## src/rtl/core/assert_macros.svh

```systemverilog
// shared assertion macros, empty when synthesizing
`ifndef ASSERT_MACROS_SVH
`define ASSERT_MACROS_SVH

`ifndef SYNTHESIS

// checked on every edge outside reset
`define ASSERT_CHECK(name, clk, rst_n, prop) \
  name: assert property (@(posedge clk) disable iff (!rst_n) prop) \
    else $error("tccw: assertion failed");

// checked on edges while reset is held
`define ASSERT_IN_RESET(name, clk, rst_n, prop) \
  name: assert property (@(posedge clk) !rst_n |-> prop) \
    else $error("tccw: reset assertion failed");

`else

`define ASSERT_CHECK(name, clk, rst_n, prop)
`define ASSERT_IN_RESET(name, clk, rst_n, prop)

`endif

`endif

```

## src/rtl/core/tccw_pkg.sv

```systemverilog
package tccw_pkg;

  localparam int unsigned CfgIndexWidth = 8;

  localparam logic [CfgIndexWidth-1:0] CFG_SCREEN_COLUMNS = 8'd0;
  localparam logic [CfgIndexWidth-1:0] CFG_SCREEN_ROWS    = 8'd1;

  localparam logic [7:0] COLUMNS_RESET = 8'd80;
  localparam logic [7:0] ROWS_RESET    = 8'd25;
  localparam logic [7:0] ATTR_RESET    = 8'h07;

  localparam logic [7:0] CH_SPACE = 8'h20;
  localparam logic [7:0] CH_CR    = 8'h0D;
  localparam logic [7:0] CH_LF    = 8'h0A;

  typedef enum logic [1:0] {
    CMD_WRITE    = 2'd0,
    CMD_MOVE     = 2'd1,
    CMD_CLEAR    = 2'd2,
    CMD_LINE_END = 2'd3
  } cmd_e;

  typedef enum logic [1:0] {
    KIND_CELL = 2'd0,
    KIND_FILL = 2'd1,
    KIND_ECHO = 2'd2
  } kind_e;

  typedef enum logic [1:0] {
    MOD_COL,
    MOD_ROW,
    MOD_NEXT_ROW
  } mod_sel_e;

  typedef enum logic [2:0] {
    EMIT_CELL,
    EMIT_FILL,
    EMIT_ECHO_CHAR,
    EMIT_ECHO_CR,
    EMIT_ECHO_LF
  } emit_sel_e;

  typedef struct packed {
    logic      in_latch;
    logic      mod_start;
    mod_sel_e  mod_sel;
    logic      col_from_mod;
    logic      row_from_mod;
    logic      col_clear;
    logic      col_incr;
    logic      home;
    logic      emit;
    emit_sel_e emit_sel;
  } ctrl_cmd_t;

  typedef struct packed {
    cmd_e cmd;
    logic is_lf;
    logic col_nonzero;
    logic col_wrap;
    logic mod_done;
    logic out_free;
  } dp_status_t;

endpackage

```

## src/rtl/core/text_console_cursor_writer.sv

```systemverilog
// Text console cursor writer: keeps a cursor and attribute and turns each command beat
// into cell writes, a whole-screen fill request or serial echo bytes, the last beat of
// each command that emits beats marked by last_o (a move emits none). Commands are
// handled one at a time; in_ready_o is high only between commands. A newline, a line
// end with a nonzero column, a character that wraps the line and a move each reduce
// modulo the screen size, and every such reduction runs through one shared remainder
// unit at one bit per cycle. A stalled output beat holds the command until it is taken.
// Screen size is written through the cfg port (index 0 columns, 1 rows); the user must
// write it only while the block is idle, and the block itself does not enforce this.
module text_console_cursor_writer (
  input  logic                                clk_i,
  input  logic                                rst_ni,
  input  logic                                cfg_valid_i,
  output logic                                cfg_ready_o,
  input  logic [tccw_pkg::CfgIndexWidth-1:0]  cfg_index_i,
  input  logic [7:0]                          cfg_data_i,
  input  logic                                in_valid_i,
  output logic                                in_ready_o,
  input  logic [1:0]                          cmd_i,
  input  logic [7:0]                          char_code_i,
  input  logic [7:0]                          target_column_i,
  input  logic [7:0]                          target_row_i,
  input  logic [7:0]                          new_attribute_i,
  output logic                                out_valid_o,
  input  logic                                out_ready_i,
  output logic [1:0]                          kind_o,
  output logic [15:0]                         cell_index_o,
  output logic [7:0]                          glyph_o,
  output logic [7:0]                          cell_attribute_o,
  output logic [15:0]                         fill_count_o,
  output logic                                last_o
);
  import tccw_pkg::*;

  ctrl_cmd_t  ctrl_cmd;
  dp_status_t dp_status;

  assign cfg_ready_o = 1'b1;

  tccw_ctrl u_ctrl (
    .clk_i      (clk_i),
    .rst_ni     (rst_ni),
    .in_valid_i (in_valid_i),
    .in_ready_o (in_ready_o),
    .status_i   (dp_status),
    .cmd_o      (ctrl_cmd)
  );

  tccw_dpath u_dpath (
    .clk_i            (clk_i),
    .rst_ni           (rst_ni),
    .cmd_i            (ctrl_cmd),
    .status_o         (dp_status),
    .cfg_valid_i      (cfg_valid_i),
    .cfg_index_i      (cfg_index_i),
    .cfg_data_i       (cfg_data_i),
    .cmd_in_i         (cmd_i),
    .char_code_i      (char_code_i),
    .target_column_i  (target_column_i),
    .target_row_i     (target_row_i),
    .new_attribute_i  (new_attribute_i),
    .out_valid_o      (out_valid_o),
    .out_ready_i      (out_ready_i),
    .kind_o           (kind_o),
    .cell_index_o     (cell_index_o),
    .glyph_o          (glyph_o),
    .cell_attribute_o (cell_attribute_o),
    .fill_count_o     (fill_count_o),
    .last_o           (last_o)
  );

endmodule

```

## src/rtl/core/tccw_mod.sv

```systemverilog
`include "assert_macros.svh"

module tccw_mod (
  input  logic       clk_i,
  input  logic       rst_ni,
  input  logic       start_i,
  input  logic [7:0] dividend_i,
  input  logic [7:0] divisor_i,
  output logic       done_o,
  output logic [7:0] result_o
);
  import tccw_pkg::*;

  localparam int unsigned Steps    = 8;
  localparam int unsigned CntWidth = $clog2(Steps + 1);

  logic                busy_q;
  logic [CntWidth-1:0] cnt_q;
  logic [7:0]          shift_q, shift_d;
  logic [7:0]          rem_q, rem_d;
  logic [7:0]          div_q;
  logic [8:0]          trial;
  logic [8:0]          diff;

  // restoring remainder, one dividend bit per cycle
  assign trial   = {rem_q, shift_q[7]};
  assign diff    = trial - {1'b0, div_q};
  assign rem_d   = (trial >= {1'b0, div_q}) ? diff[7:0] : trial[7:0];
  assign shift_d = {shift_q[6:0], 1'b0};

  always_ff @(posedge clk_i or negedge rst_ni) begin
    if (!rst_ni) begin
      busy_q <= 1'b0;
      cnt_q  <= '0;
    end else if (start_i) begin
      busy_q <= 1'b1;
      cnt_q  <= CntWidth'(Steps);
    end else if (busy_q) begin
      if (cnt_q != '0) begin
        cnt_q <= cnt_q - CntWidth'(1);
      end else begin
        busy_q <= 1'b0;
      end
    end
  end

  always_ff @(posedge clk_i) begin
    if (start_i) begin
      shift_q <= dividend_i;
      rem_q   <= '0;
      div_q   <= divisor_i;
    end else if (busy_q && (cnt_q != '0)) begin
      shift_q <= shift_d;
      rem_q   <= rem_d;
    end
  end

  assign done_o   = busy_q && (cnt_q == '0);
  // a size of zero reduces every position to zero
  assign result_o = (div_q == '0) ? '0 : rem_q;

  `ASSERT_IN_RESET(a_mod_idle_in_reset, clk_i, rst_ni, !busy_q)
  `ASSERT_CHECK(a_mod_start_when_free, clk_i, rst_ni, start_i |-> (!busy_q || (cnt_q == '0)))
  `ASSERT_CHECK(a_mod_rem_below_div, clk_i, rst_ni, (done_o && (div_q != '0)) |-> (rem_q < div_q))

endmodule

```

## src/rtl/core/tccw_ctrl.sv

```systemverilog
`include "assert_macros.svh"

module tccw_ctrl (
  input  logic                 clk_i,
  input  logic                 rst_ni,
  input  logic                 in_valid_i,
  output logic                 in_ready_o,
  input  tccw_pkg::dp_status_t status_i,
  output tccw_pkg::ctrl_cmd_t  cmd_o
);
  import tccw_pkg::*;

  typedef enum logic [3:0] {
    S_IDLE,
    S_DECODE,
    S_NL_WAIT,
    S_MOVE_COL,
    S_MOVE_ROW,
    S_EMIT_CELL,
    S_EMIT_ECHO,
    S_EMIT_CR,
    S_EMIT_LF,
    S_EMIT_FILL
  } state_e;

  state_e state_q, state_d;

  assign in_ready_o = (state_q == S_IDLE);

  always_comb begin
    state_d = state_q;
    cmd_o   = '0;
    cmd_o.mod_sel  = MOD_COL;
    cmd_o.emit_sel = EMIT_CELL;
    unique case (state_q)
      S_IDLE: begin
        if (in_valid_i) begin
          cmd_o.in_latch = 1'b1;
          state_d = S_DECODE;
        end
      end
      S_DECODE: begin
        unique case (status_i.cmd)
          CMD_WRITE: begin
            if (status_i.is_lf) begin
              cmd_o.mod_start = 1'b1;
              cmd_o.mod_sel   = MOD_NEXT_ROW;
              state_d = S_NL_WAIT;
            end else begin
              state_d = S_EMIT_CELL;
            end
          end
          CMD_MOVE: begin
            cmd_o.mod_start = 1'b1;
            cmd_o.mod_sel   = MOD_COL;
            state_d = S_MOVE_COL;
          end
          CMD_CLEAR: begin
            state_d = S_EMIT_FILL;
          end
          CMD_LINE_END: begin
            if (status_i.col_nonzero) begin
              cmd_o.mod_start = 1'b1;
              cmd_o.mod_sel   = MOD_NEXT_ROW;
              state_d = S_NL_WAIT;
            end else begin
              state_d = S_EMIT_CR;
            end
          end
          default: state_d = S_IDLE;
        endcase
      end
      S_NL_WAIT: begin
        if (status_i.mod_done) begin
          cmd_o.col_clear    = 1'b1;
          cmd_o.row_from_mod = 1'b1;
          // a wrapped cell write still owes its echo
          if ((status_i.cmd == CMD_WRITE) && !status_i.is_lf) begin
            state_d = S_EMIT_ECHO;
          end else begin
            state_d = S_EMIT_CR;
          end
        end
      end
      S_MOVE_COL: begin
        if (status_i.mod_done) begin
          cmd_o.col_from_mod = 1'b1;
          cmd_o.mod_start    = 1'b1;
          cmd_o.mod_sel      = MOD_ROW;
          state_d = S_MOVE_ROW;
        end
      end
      S_MOVE_ROW: begin
        if (status_i.mod_done) begin
          cmd_o.row_from_mod = 1'b1;
          state_d = S_IDLE;
        end
      end
      S_EMIT_CELL: begin
        if (status_i.out_free) begin
          cmd_o.emit     = 1'b1;
          cmd_o.emit_sel = EMIT_CELL;
          if (status_i.col_wrap) begin
            cmd_o.mod_start = 1'b1;
            cmd_o.mod_sel   = MOD_NEXT_ROW;
            state_d = S_NL_WAIT;
          end else begin
            cmd_o.col_incr = 1'b1;
            state_d = S_EMIT_ECHO;
          end
        end
      end
      S_EMIT_ECHO: begin
        if (status_i.out_free) begin
          cmd_o.emit     = 1'b1;
          cmd_o.emit_sel = EMIT_ECHO_CHAR;
          state_d = S_IDLE;
        end
      end
      S_EMIT_CR: begin
        if (status_i.out_free) begin
          cmd_o.emit     = 1'b1;
          cmd_o.emit_sel = EMIT_ECHO_CR;
          state_d = S_EMIT_LF;
        end
      end
      S_EMIT_LF: begin
        if (status_i.out_free) begin
          cmd_o.emit     = 1'b1;
          cmd_o.emit_sel = EMIT_ECHO_LF;
          state_d = S_IDLE;
        end
      end
      S_EMIT_FILL: begin
        if (status_i.out_free) begin
          cmd_o.emit     = 1'b1;
          cmd_o.emit_sel = EMIT_FILL;
          cmd_o.home     = 1'b1;
          state_d = S_IDLE;
        end
      end
      default: state_d = S_IDLE;
    endcase
  end

  always_ff @(posedge clk_i or negedge rst_ni) begin
    if (!rst_ni) begin
      state_q <= S_IDLE;
    end else begin
      state_q <= state_d;
    end
  end

  `ASSERT_IN_RESET(a_ctrl_idle_in_reset, clk_i, rst_ni, state_q == S_IDLE)
  `ASSERT_CHECK(a_ctrl_emit_needs_slot, clk_i, rst_ni, cmd_o.emit |-> status_i.out_free)
  `ASSERT_CHECK(a_ctrl_done_while_waiting, clk_i, rst_ni, status_i.mod_done |-> ((state_q == S_NL_WAIT) || (state_q == S_MOVE_COL) || (state_q == S_MOVE_ROW)))

endmodule

```

## src/rtl/core/tccw_dpath.sv

```systemverilog
module tccw_dpath (
  input  logic                                clk_i,
  input  logic                                rst_ni,
  input  tccw_pkg::ctrl_cmd_t                 cmd_i,
  output tccw_pkg::dp_status_t                status_o,
  input  logic                                cfg_valid_i,
  input  logic [tccw_pkg::CfgIndexWidth-1:0]  cfg_index_i,
  input  logic [7:0]                          cfg_data_i,
  input  logic [1:0]                          cmd_in_i,
  input  logic [7:0]                          char_code_i,
  input  logic [7:0]                          target_column_i,
  input  logic [7:0]                          target_row_i,
  input  logic [7:0]                          new_attribute_i,
  output logic                                out_valid_o,
  input  logic                                out_ready_i,
  output logic [1:0]                          kind_o,
  output logic [15:0]                         cell_index_o,
  output logic [7:0]                          glyph_o,
  output logic [7:0]                          cell_attribute_o,
  output logic [15:0]                         fill_count_o,
  output logic                                last_o
);
  import tccw_pkg::*;

  logic [7:0]  cols_q, rows_q;
  logic [7:0]  col_q, row_q, attr_q;
  cmd_e        icmd_q;
  logic [7:0]  ch_q, tcol_q, trow_q, nattr_q;

  logic        mod_done;
  logic [7:0]  mod_result;
  logic [7:0]  mod_dividend, mod_divisor;

  logic [7:0]  mul_a;
  logic [15:0] product;
  logic [8:0]  col_next;

  logic        out_valid_q;
  kind_e       kind_d, kind_q;
  logic [15:0] idx_d, idx_q;
  logic [7:0]  glyph_d, glyph_q;
  logic [7:0]  attr_out_d, attr_out_q;
  logic [15:0] fill_d, fill_q;
  logic        last_d, last_q;

  always_ff @(posedge clk_i or negedge rst_ni) begin
    if (!rst_ni) begin
      cols_q <= COLUMNS_RESET;
      rows_q <= ROWS_RESET;
    end else if (cfg_valid_i) begin
      if (cfg_index_i == CFG_SCREEN_COLUMNS) begin
        cols_q <= cfg_data_i;
      end else if (cfg_index_i == CFG_SCREEN_ROWS) begin
        rows_q <= cfg_data_i;
      end
    end
  end

  always_ff @(posedge clk_i) begin
    if (cmd_i.in_latch) begin
      icmd_q  <= cmd_e'(cmd_in_i);
      ch_q    <= char_code_i;
      tcol_q  <= target_column_i;
      trow_q  <= target_row_i;
      nattr_q <= new_attribute_i;
    end
  end

  always_comb begin
    unique case (cmd_i.mod_sel)
      MOD_COL: begin
        mod_dividend = tcol_q;
        mod_divisor  = cols_q;
      end
      MOD_ROW: begin
        mod_dividend = trow_q;
        mod_divisor  = rows_q;
      end
      MOD_NEXT_ROW: begin
        mod_dividend = row_q + 8'd1;
        mod_divisor  = rows_q;
      end
      default: begin
        mod_dividend = tcol_q;
        mod_divisor  = cols_q;
      end
    endcase
  end

  tccw_mod u_mod (
    .clk_i      (clk_i),
    .rst_ni     (rst_ni),
    .start_i    (cmd_i.mod_start),
    .dividend_i (mod_dividend),
    .divisor_i  (mod_divisor),
    .done_o     (mod_done),
    .result_o   (mod_result)
  );

  always_ff @(posedge clk_i or negedge rst_ni) begin
    if (!rst_ni) begin
      col_q  <= '0;
      row_q  <= '0;
      attr_q <= ATTR_RESET;
    end else begin
      if (cmd_i.home) begin
        col_q  <= '0;
        row_q  <= '0;
        attr_q <= nattr_q;
      end
      if (cmd_i.col_clear) begin
        col_q <= '0;
      end else if (cmd_i.col_from_mod) begin
        col_q <= mod_result;
      end else if (cmd_i.col_incr) begin
        col_q <= col_next[7:0];
      end
      if (cmd_i.row_from_mod) begin
        row_q <= mod_result;
      end
    end
  end

  assign col_next = {1'b0, col_q} + 9'd1;

  // one multiplier serves both the cell offset and the fill size
  assign mul_a   = (cmd_i.emit_sel == EMIT_FILL) ? rows_q : row_q;
  assign product = {8'd0, mul_a} * {8'd0, cols_q};

  always_comb begin
    kind_d     = KIND_ECHO;
    idx_d      = '0;
    glyph_d    = ch_q;
    attr_out_d = '0;
    fill_d     = '0;
    last_d     = 1'b1;
    unique case (cmd_i.emit_sel)
      EMIT_CELL: begin
        kind_d     = KIND_CELL;
        idx_d      = product + {8'd0, col_q};
        attr_out_d = attr_q;
        last_d     = 1'b0;
      end
      EMIT_FILL: begin
        kind_d     = KIND_FILL;
        glyph_d    = CH_SPACE;
        attr_out_d = nattr_q;
        fill_d     = product;
      end
      EMIT_ECHO_CHAR: begin
        glyph_d = ch_q;
      end
      EMIT_ECHO_CR: begin
        glyph_d = CH_CR;
        last_d  = 1'b0;
      end
      EMIT_ECHO_LF: begin
        glyph_d = CH_LF;
      end
      default: begin
        glyph_d = ch_q;
      end
    endcase
  end

  always_ff @(posedge clk_i or negedge rst_ni) begin
    if (!rst_ni) begin
      out_valid_q <= 1'b0;
    end else if (cmd_i.emit) begin
      out_valid_q <= 1'b1;
    end else if (out_ready_i) begin
      out_valid_q <= 1'b0;
    end
  end

  always_ff @(posedge clk_i) begin
    if (cmd_i.emit) begin
      kind_q     <= kind_d;
      idx_q      <= idx_d;
      glyph_q    <= glyph_d;
      attr_out_q <= attr_out_d;
      fill_q     <= fill_d;
      last_q     <= last_d;
    end
  end

  assign out_valid_o      = out_valid_q;
  assign kind_o           = kind_q;
  assign cell_index_o     = idx_q;
  assign glyph_o          = glyph_q;
  assign cell_attribute_o = attr_out_q;
  assign fill_count_o     = fill_q;
  assign last_o           = last_q;

  assign status_o.cmd         = icmd_q;
  assign status_o.is_lf       = (ch_q == CH_LF);
  assign status_o.col_nonzero = (col_q != '0);
  // past the last column, also when the cursor sits beyond a shrunken width
  assign status_o.col_wrap    = (col_next >= {1'b0, cols_q});
  assign status_o.mod_done    = mod_done;
  assign status_o.out_free    = !out_valid_q || out_ready_i;

endmodule

```

## config.mk

```make
export PLATFORM = sky130hd
export DESIGN_NAME = text_console_cursor_writer
export DESIGN_NICKNAME = d
export VERILOG_FILES = /design/src/rtl/core/tccw_pkg.sv /design/src/rtl/core/text_console_cursor_writer.sv /design/src/rtl/core/tccw_mod.sv /design/src/rtl/core/tccw_ctrl.sv /design/src/rtl/core/tccw_dpath.sv
export VERILOG_INCLUDE_DIRS = /design/src /design/src/rtl/core
export SDC_FILE = /design/constraint.sdc
export NUM_CORES = 1
export LEC_CHECK = 0
export BUFFER_PORTS_ARGS = -buffer_cell sky130_fd_sc_hd__buf_2
export CAP_MARGIN = 20
export CELL_PAD_IN_SITES_DETAIL_PLACEMENT = 0
export CELL_PAD_IN_SITES_GLOBAL_PLACEMENT = 1
export CORE_ASPECT_RATIO = 1.4
export CORE_MARGIN = 2
export CORE_UTILIZATION = 50
export CTS_BUF_LIST = sky130_fd_sc_hd__clkbuf_16
export CTS_CLUSTER_DIAMETER = 80
export DETAILED_ROUTE_END_ITERATION = 6
export MAX_ROUTING_LAYER = met4
export PLACE_DENSITY = 0.87
export SLEW_MARGIN = 20
export SYNTH_ARGS = -nofsm -noshare
export SYNTH_HDL_FRONTEND = slang
export SYNTH_SLANG_ARGS = --single-unit
```

## constraint.sdc

```tcl
create_clock -name clk_i -period 12.7 [get_ports clk_i]
set_input_delay 2.54 -clock clk_i [delete_from_list [all_inputs] [get_ports clk_i]]
set_output_delay 2.54 -clock clk_i [all_outputs]
set_load 0.02 [all_outputs]
```

# Word-level counts from Yosys, hierarchy flattened
# Index checks and enable logic that the tools add are counted.
# word_totals
romBits	0
ramBits	0
latch_bits	0
in_bits	55
wordCells	146
ff_bits	159
memories	0
# op_classes
n_shift	0
div_mod_pow	0
reduce_logical	27
n_mux	61
eq_ne	26
mul	1
n_lt_le_gt_ge	2
bitwise_logic	1
addsub	5
# ops
cell	count
$mux 8	11
$mux 4	15
$pmux 4 s8	1
$pmux 8 s2	2
$pmux 8 s3	1
$mux 3	7
$pmux 4 s5	1
$ge 9x8->1	2
$pmux 3 s3	2
$add 16x8->16	1
$eq 4x3->1 const B	4
$logic_not 8->1	2
$mul 8x8->16	1
$mux 1	16
$pmux 4 s4	1
$reduce_bool 2->1	5
$add 8x1->9 const B	1
$add 8x1->8 const B	1
$eq 4x2->1 const B	2
$eq 4x4->1 const B	2
$eq 8x1->1 const B	1
$eq 8x4->1 const B	1
$logic_not 4->1	2
$ne 2x1->1 const B	4
26 further kinds	37

# Depth between registers and ports, before layout
# depth
depth_word	8
ltp_mapped	24

# By module
# From an unflattened synthesis, not the netlist that was laid out.
# unflattened
hier_cells	1013
area_unflattened_um2	10446.3
# modules_own_cells
mod	area_each_um2	cells_each	instances
tccw_dpath	8180.3	764	1
tccw_mod	1727.9	169	1
tccw_ctrl	526.8	78	1
text_console_cursor_writer	11.3	2	1

# Worst setup path after synthesis
# Ideal clock, no wire load.
# synth_timing
path_kind	input port to flip-flop
start	in out_ready_i
end	reg u_dpath.idx_q[15] (netlist: u_dpath.cell_index_o[15]) (data pin)
path_slack_ps	4067
arrival_ps	8363
path_buffers	1
path_stages	22
path_cell_list	nor2b_1 > or3_1 > or2_2 > clkbuf_1 > mux2i_1 > nand2b_1 > fa_1 > fa_1 > inv_1 > fa_1 > inv_1 > fa_1 > inv_1 > ha_1 > a21o_1 > a2111oi_0 > o2bb2ai_1 > xor2_1 > a2111oi_2 > nor3b_1 > a21o_1 > a21oi_1
# synth_between
elab_chain_cells	7
# synth_lines
element	line_no	text
start, declared	text_console_cursor_writer.sv:25	input logic out_ready_i,
$logic_or 1x1->1 *	tccw_dpath.sv:201	assign status_o.out_free = !out_valid_q || out_ready_i;
$mux 5, or another cell as far along	tccw_ctrl.sv:135	if (status_i.out_free) begin
$pmux 4 s5 *	tccw_ctrl.sv:35	unique case (state_q)
$eq 3x1->1	tccw_dpath.sv:127	assign mul_a = (cmd_i.emit_sel == EMIT_FILL) ? rows_q : row_q;
$mux 8	tccw_dpath.sv:127	
$mul 8x8->16	tccw_dpath.sv:128	assign product = {8'd0, mul_a} * {8'd0, cols_q};
$add 16x8->16	tccw_dpath.sv:140	idx_d = product + {8'd0, col_q};
end signal, assigned	tccw_dpath.sv:179	idx_q <= idx_d;
end, declared	tccw_dpath.sv:40	logic [15:0] idx_d, idx_q;
# Mark *: on every way between the ends. The rest lies on a longest branch, timed or not.
# A chain may end at the register's enable or synchronous reset.

# Final worst setup path
# Ends and elaborated chain as after synthesis.

==> reports/metrics.yaml <==
cells_and_area:
  diodes: 0
  area_delta_synth_final_pct: 13.8
  layout-drive-gt1-share_pct: 17.9
  fillers: 1642
  nets: 1205
routing:
  wl_um: 20900
  drtIter0Drc: 412
  first_pass_iters: 5
  via_per_inst: 5.44
  drcViolationCount: 0
  ant_nets: 0
  wl_per_cell_um: 16.0
  vias: 7102
clocking:
  cts_resized: 0
  cts_made_buffers: 17
  cts_max_path_buffers: 2
  cts_setup_buffers: 0
  h-tree-depth: 4
  path_clk_slew_ps: 70
  cts_root_buffer: "clkbuf_16"
  holdBufCountCts: 0
  insertion_delay_ps: 430
  cts_sinks: 159
  cts_tree: "yes"
placement:
  routabilityCongestion: 0.874
  port_buffers: 107
  hpwl_um: 15900
setup_path:
  worstSetupEndpointType: "flop"
  rr_worst_depth: 22
  cp.required_ps: 12850
  critical_path_arrival_ps: 9800
  path_max_fanout: 28
  worstSetupPathType: "in2reg"
  crit_path_start_kind: "input port"
floorplan:
  dieHeight_um: 170
  core-area_mm2: 0.0193
  ios: 109
  initial_core_util_pct: 51.2
  die-area_mm2: 0.0209
  num_rows: 60
  die_w_um: 123
yosys:
  synth_edf_count: 101
  synth.area.top_cells: "edfxtp_1, dfrtp_1, ha_1"
  syn_area_mm2: 0.00988
  avgSynthCellArea_um2: 10.5
  synthCells: 943
  synth-seq-area-share_pct: 45.1
  synth_async_sr_flop_share_pct: 31.4
  yosys.area.top_type: "edfxtp_1"
  yosysUniqueCellTypes: 77
  synth_top_area_share_pct: 30.7
  synth_seq_cells: 159
  synth_ff_type: "edfxtp_1"
  ys.warnings.count: 0
  synth_fp_nets: 1103
sta:
  max_clock_freq_mhz: 104
  finalMaxSlewViolations: 0
  finalSetupTns_ps: 0
  skew_ps: 10.9
  min_period_ps: 9640
  timing.final.crit_share_pct: 75.9
  finalHoldViolCount: 0
  slew_headroom_pct: 28.7
  rsz0062_at_grt: "false"
  setup-violations-final: 0
  whs_ps: 464
  max_slew.worst_pin.slew_ps: 1070
global_route:
  grt_pass1_vias: 6961
  grt_max_degree: 51
  track_usage_pct: 21.4
  grt_overflow: 0
  antenna_found_initial: 0
  grt_pass1_wl_um: 33900
job:
  cap_violations: 0
min_path:
  whs_path_depth: 2
  hp-class: "reg2reg"
run_status:
  outcome: "complete, no violations"
layer usage:
layer  vias to the layer above  share of wire, %  wire length (µm)  track usage [%]
li1                       3502                 -                 -                -
met1                      3414                42              8740             25.2
met2                       154                52             10800             36.8
met3                        32               3.5               737             3.18
met4                         0               2.7               563             8.25
met5                         -                 0                 0                -
stage by stage:
step | worst slack [ps] | instance area, µm² | utilization, % | instances
6_report | 3060 | 11200 | 58.3 | 1306
5_1_grt | 2740 | 11200 | 58.3 | 1306
3_3_place_gp | 2870 | 10600 | 55.2 | 1274
4_1_cts | 3150 | 11200 | 58.3 | 1306
3_5_place_dp | 2720 | 10600 | 55.2 | 1274
2_1_floorplan | 4070 | 9880 | - | 943
worst max-delay path, cell delays in order:
cell       delay (ps)
buf_2             120
nor2b_1           440
or3_1             210
or2_2             500
inv_2             410
mux2i_1           670
nand2b_1          220
fa_1              460
fa_1              560
inv_1              60
fa_1              520
inv_1              50
fa_1              530
inv_1              40
ha_1              370
a21o_1            210
a2111oi_0         420
o2bb2ai_1         210
xor2_1            140
a2111oi_2         500
nor3b_1           390
a21o_1            170
a21oi_1            60
placed cells by master (no fill, tap or decap), types with 9 or more instances in the layout:
cell and instances:
nor3_1 14, nor2_1 107, edfxtp_1 101, buf_2 107, nand2b_1 20, fa_1 38, xnor2_1 22, nand3_1 19
mux2i_1 11, nand2_1 90, ha_1 67, and3_1 9, inv_1 75, and2_1 18, dfrtp_1 42, mux2_2 24
a21oi_1 34, clkbuf_16 17, xor2_1 18, a21o_1 13, nor2b_1 24, o21ai_0 38
logic make-up after synthesis:
group	after synthesis	synth area share (%)
AND/OR/NAND/NOR	332	16.0
XOR/XNOR	40	3.55
buffers and inverters	112	4.41
AO/OA/AOI/OAI	159	10.9
other	1	0.0380
adder cells (fa/ha/maj)	105	16.2
flip-flops	159	45.1
multiplexers	35	3.85
cell type report:
class | count | area (µm²) | area share, %
clock buffers | 17 | 425 | 3.78
clock inverters | 15 | 169 | 1.50
inverters | 83 | 312 | 2.77
multi-input cells | 672 | 5000 | 44.5
flip-flops and latches | 159 | 4450 | 39.6
well taps | 248 | 310 | 2.76
repair buffers | 112 | 573 | 5.10
path summary, 6_finish.rpt:
kind / start / to / slack [ps]
worst min register to register: u_dpath.attr_q[1] / u_dpath.attr_q[1] / 460
min in group asynchronous: rst_ni / u_dpath.u_mod.cnt_q[3] / 2230
worst max register to register: u_ctrl.state_q[3] / u_dpath.cell_index_o[15] / 4580
worst min-delay path: u_dpath.attr_q[1] / u_dpath.attr_q[1] / 460
max in group asynchronous: rst_ni / u_dpath.attr_q[7] / 10000
worst max-delay path: out_ready_i / u_dpath.cell_index_o[15] / 3060
synth_stat cells, types with 7 or more instances:
master and instances:
nor2_1 108, edfxtp_1 101, nand2_1 90, inv_1 75, ha_1 67, dfrtp_1 42
fa_1 38, o21ai_0 38, a21oi_1 35, mux2_2 24, nor2b_1 24, clkbuf_1 22
xnor2_1 22, nand2b_1 20, nand3_1 19, and2_1 18, xor2_1 18, nor3_1 14
a21o_1 13, mux2i_1 11, and3_1 9, a211oi_1 8, a22o_1 8, dfstp_2 8
dfxtp_1 8, a22oi_1 7, clkinv_1 7
Power is left out: the tool's default activity adds up to more than one toggle a clock period on the data nets, which glitch-free logic cannot reach.
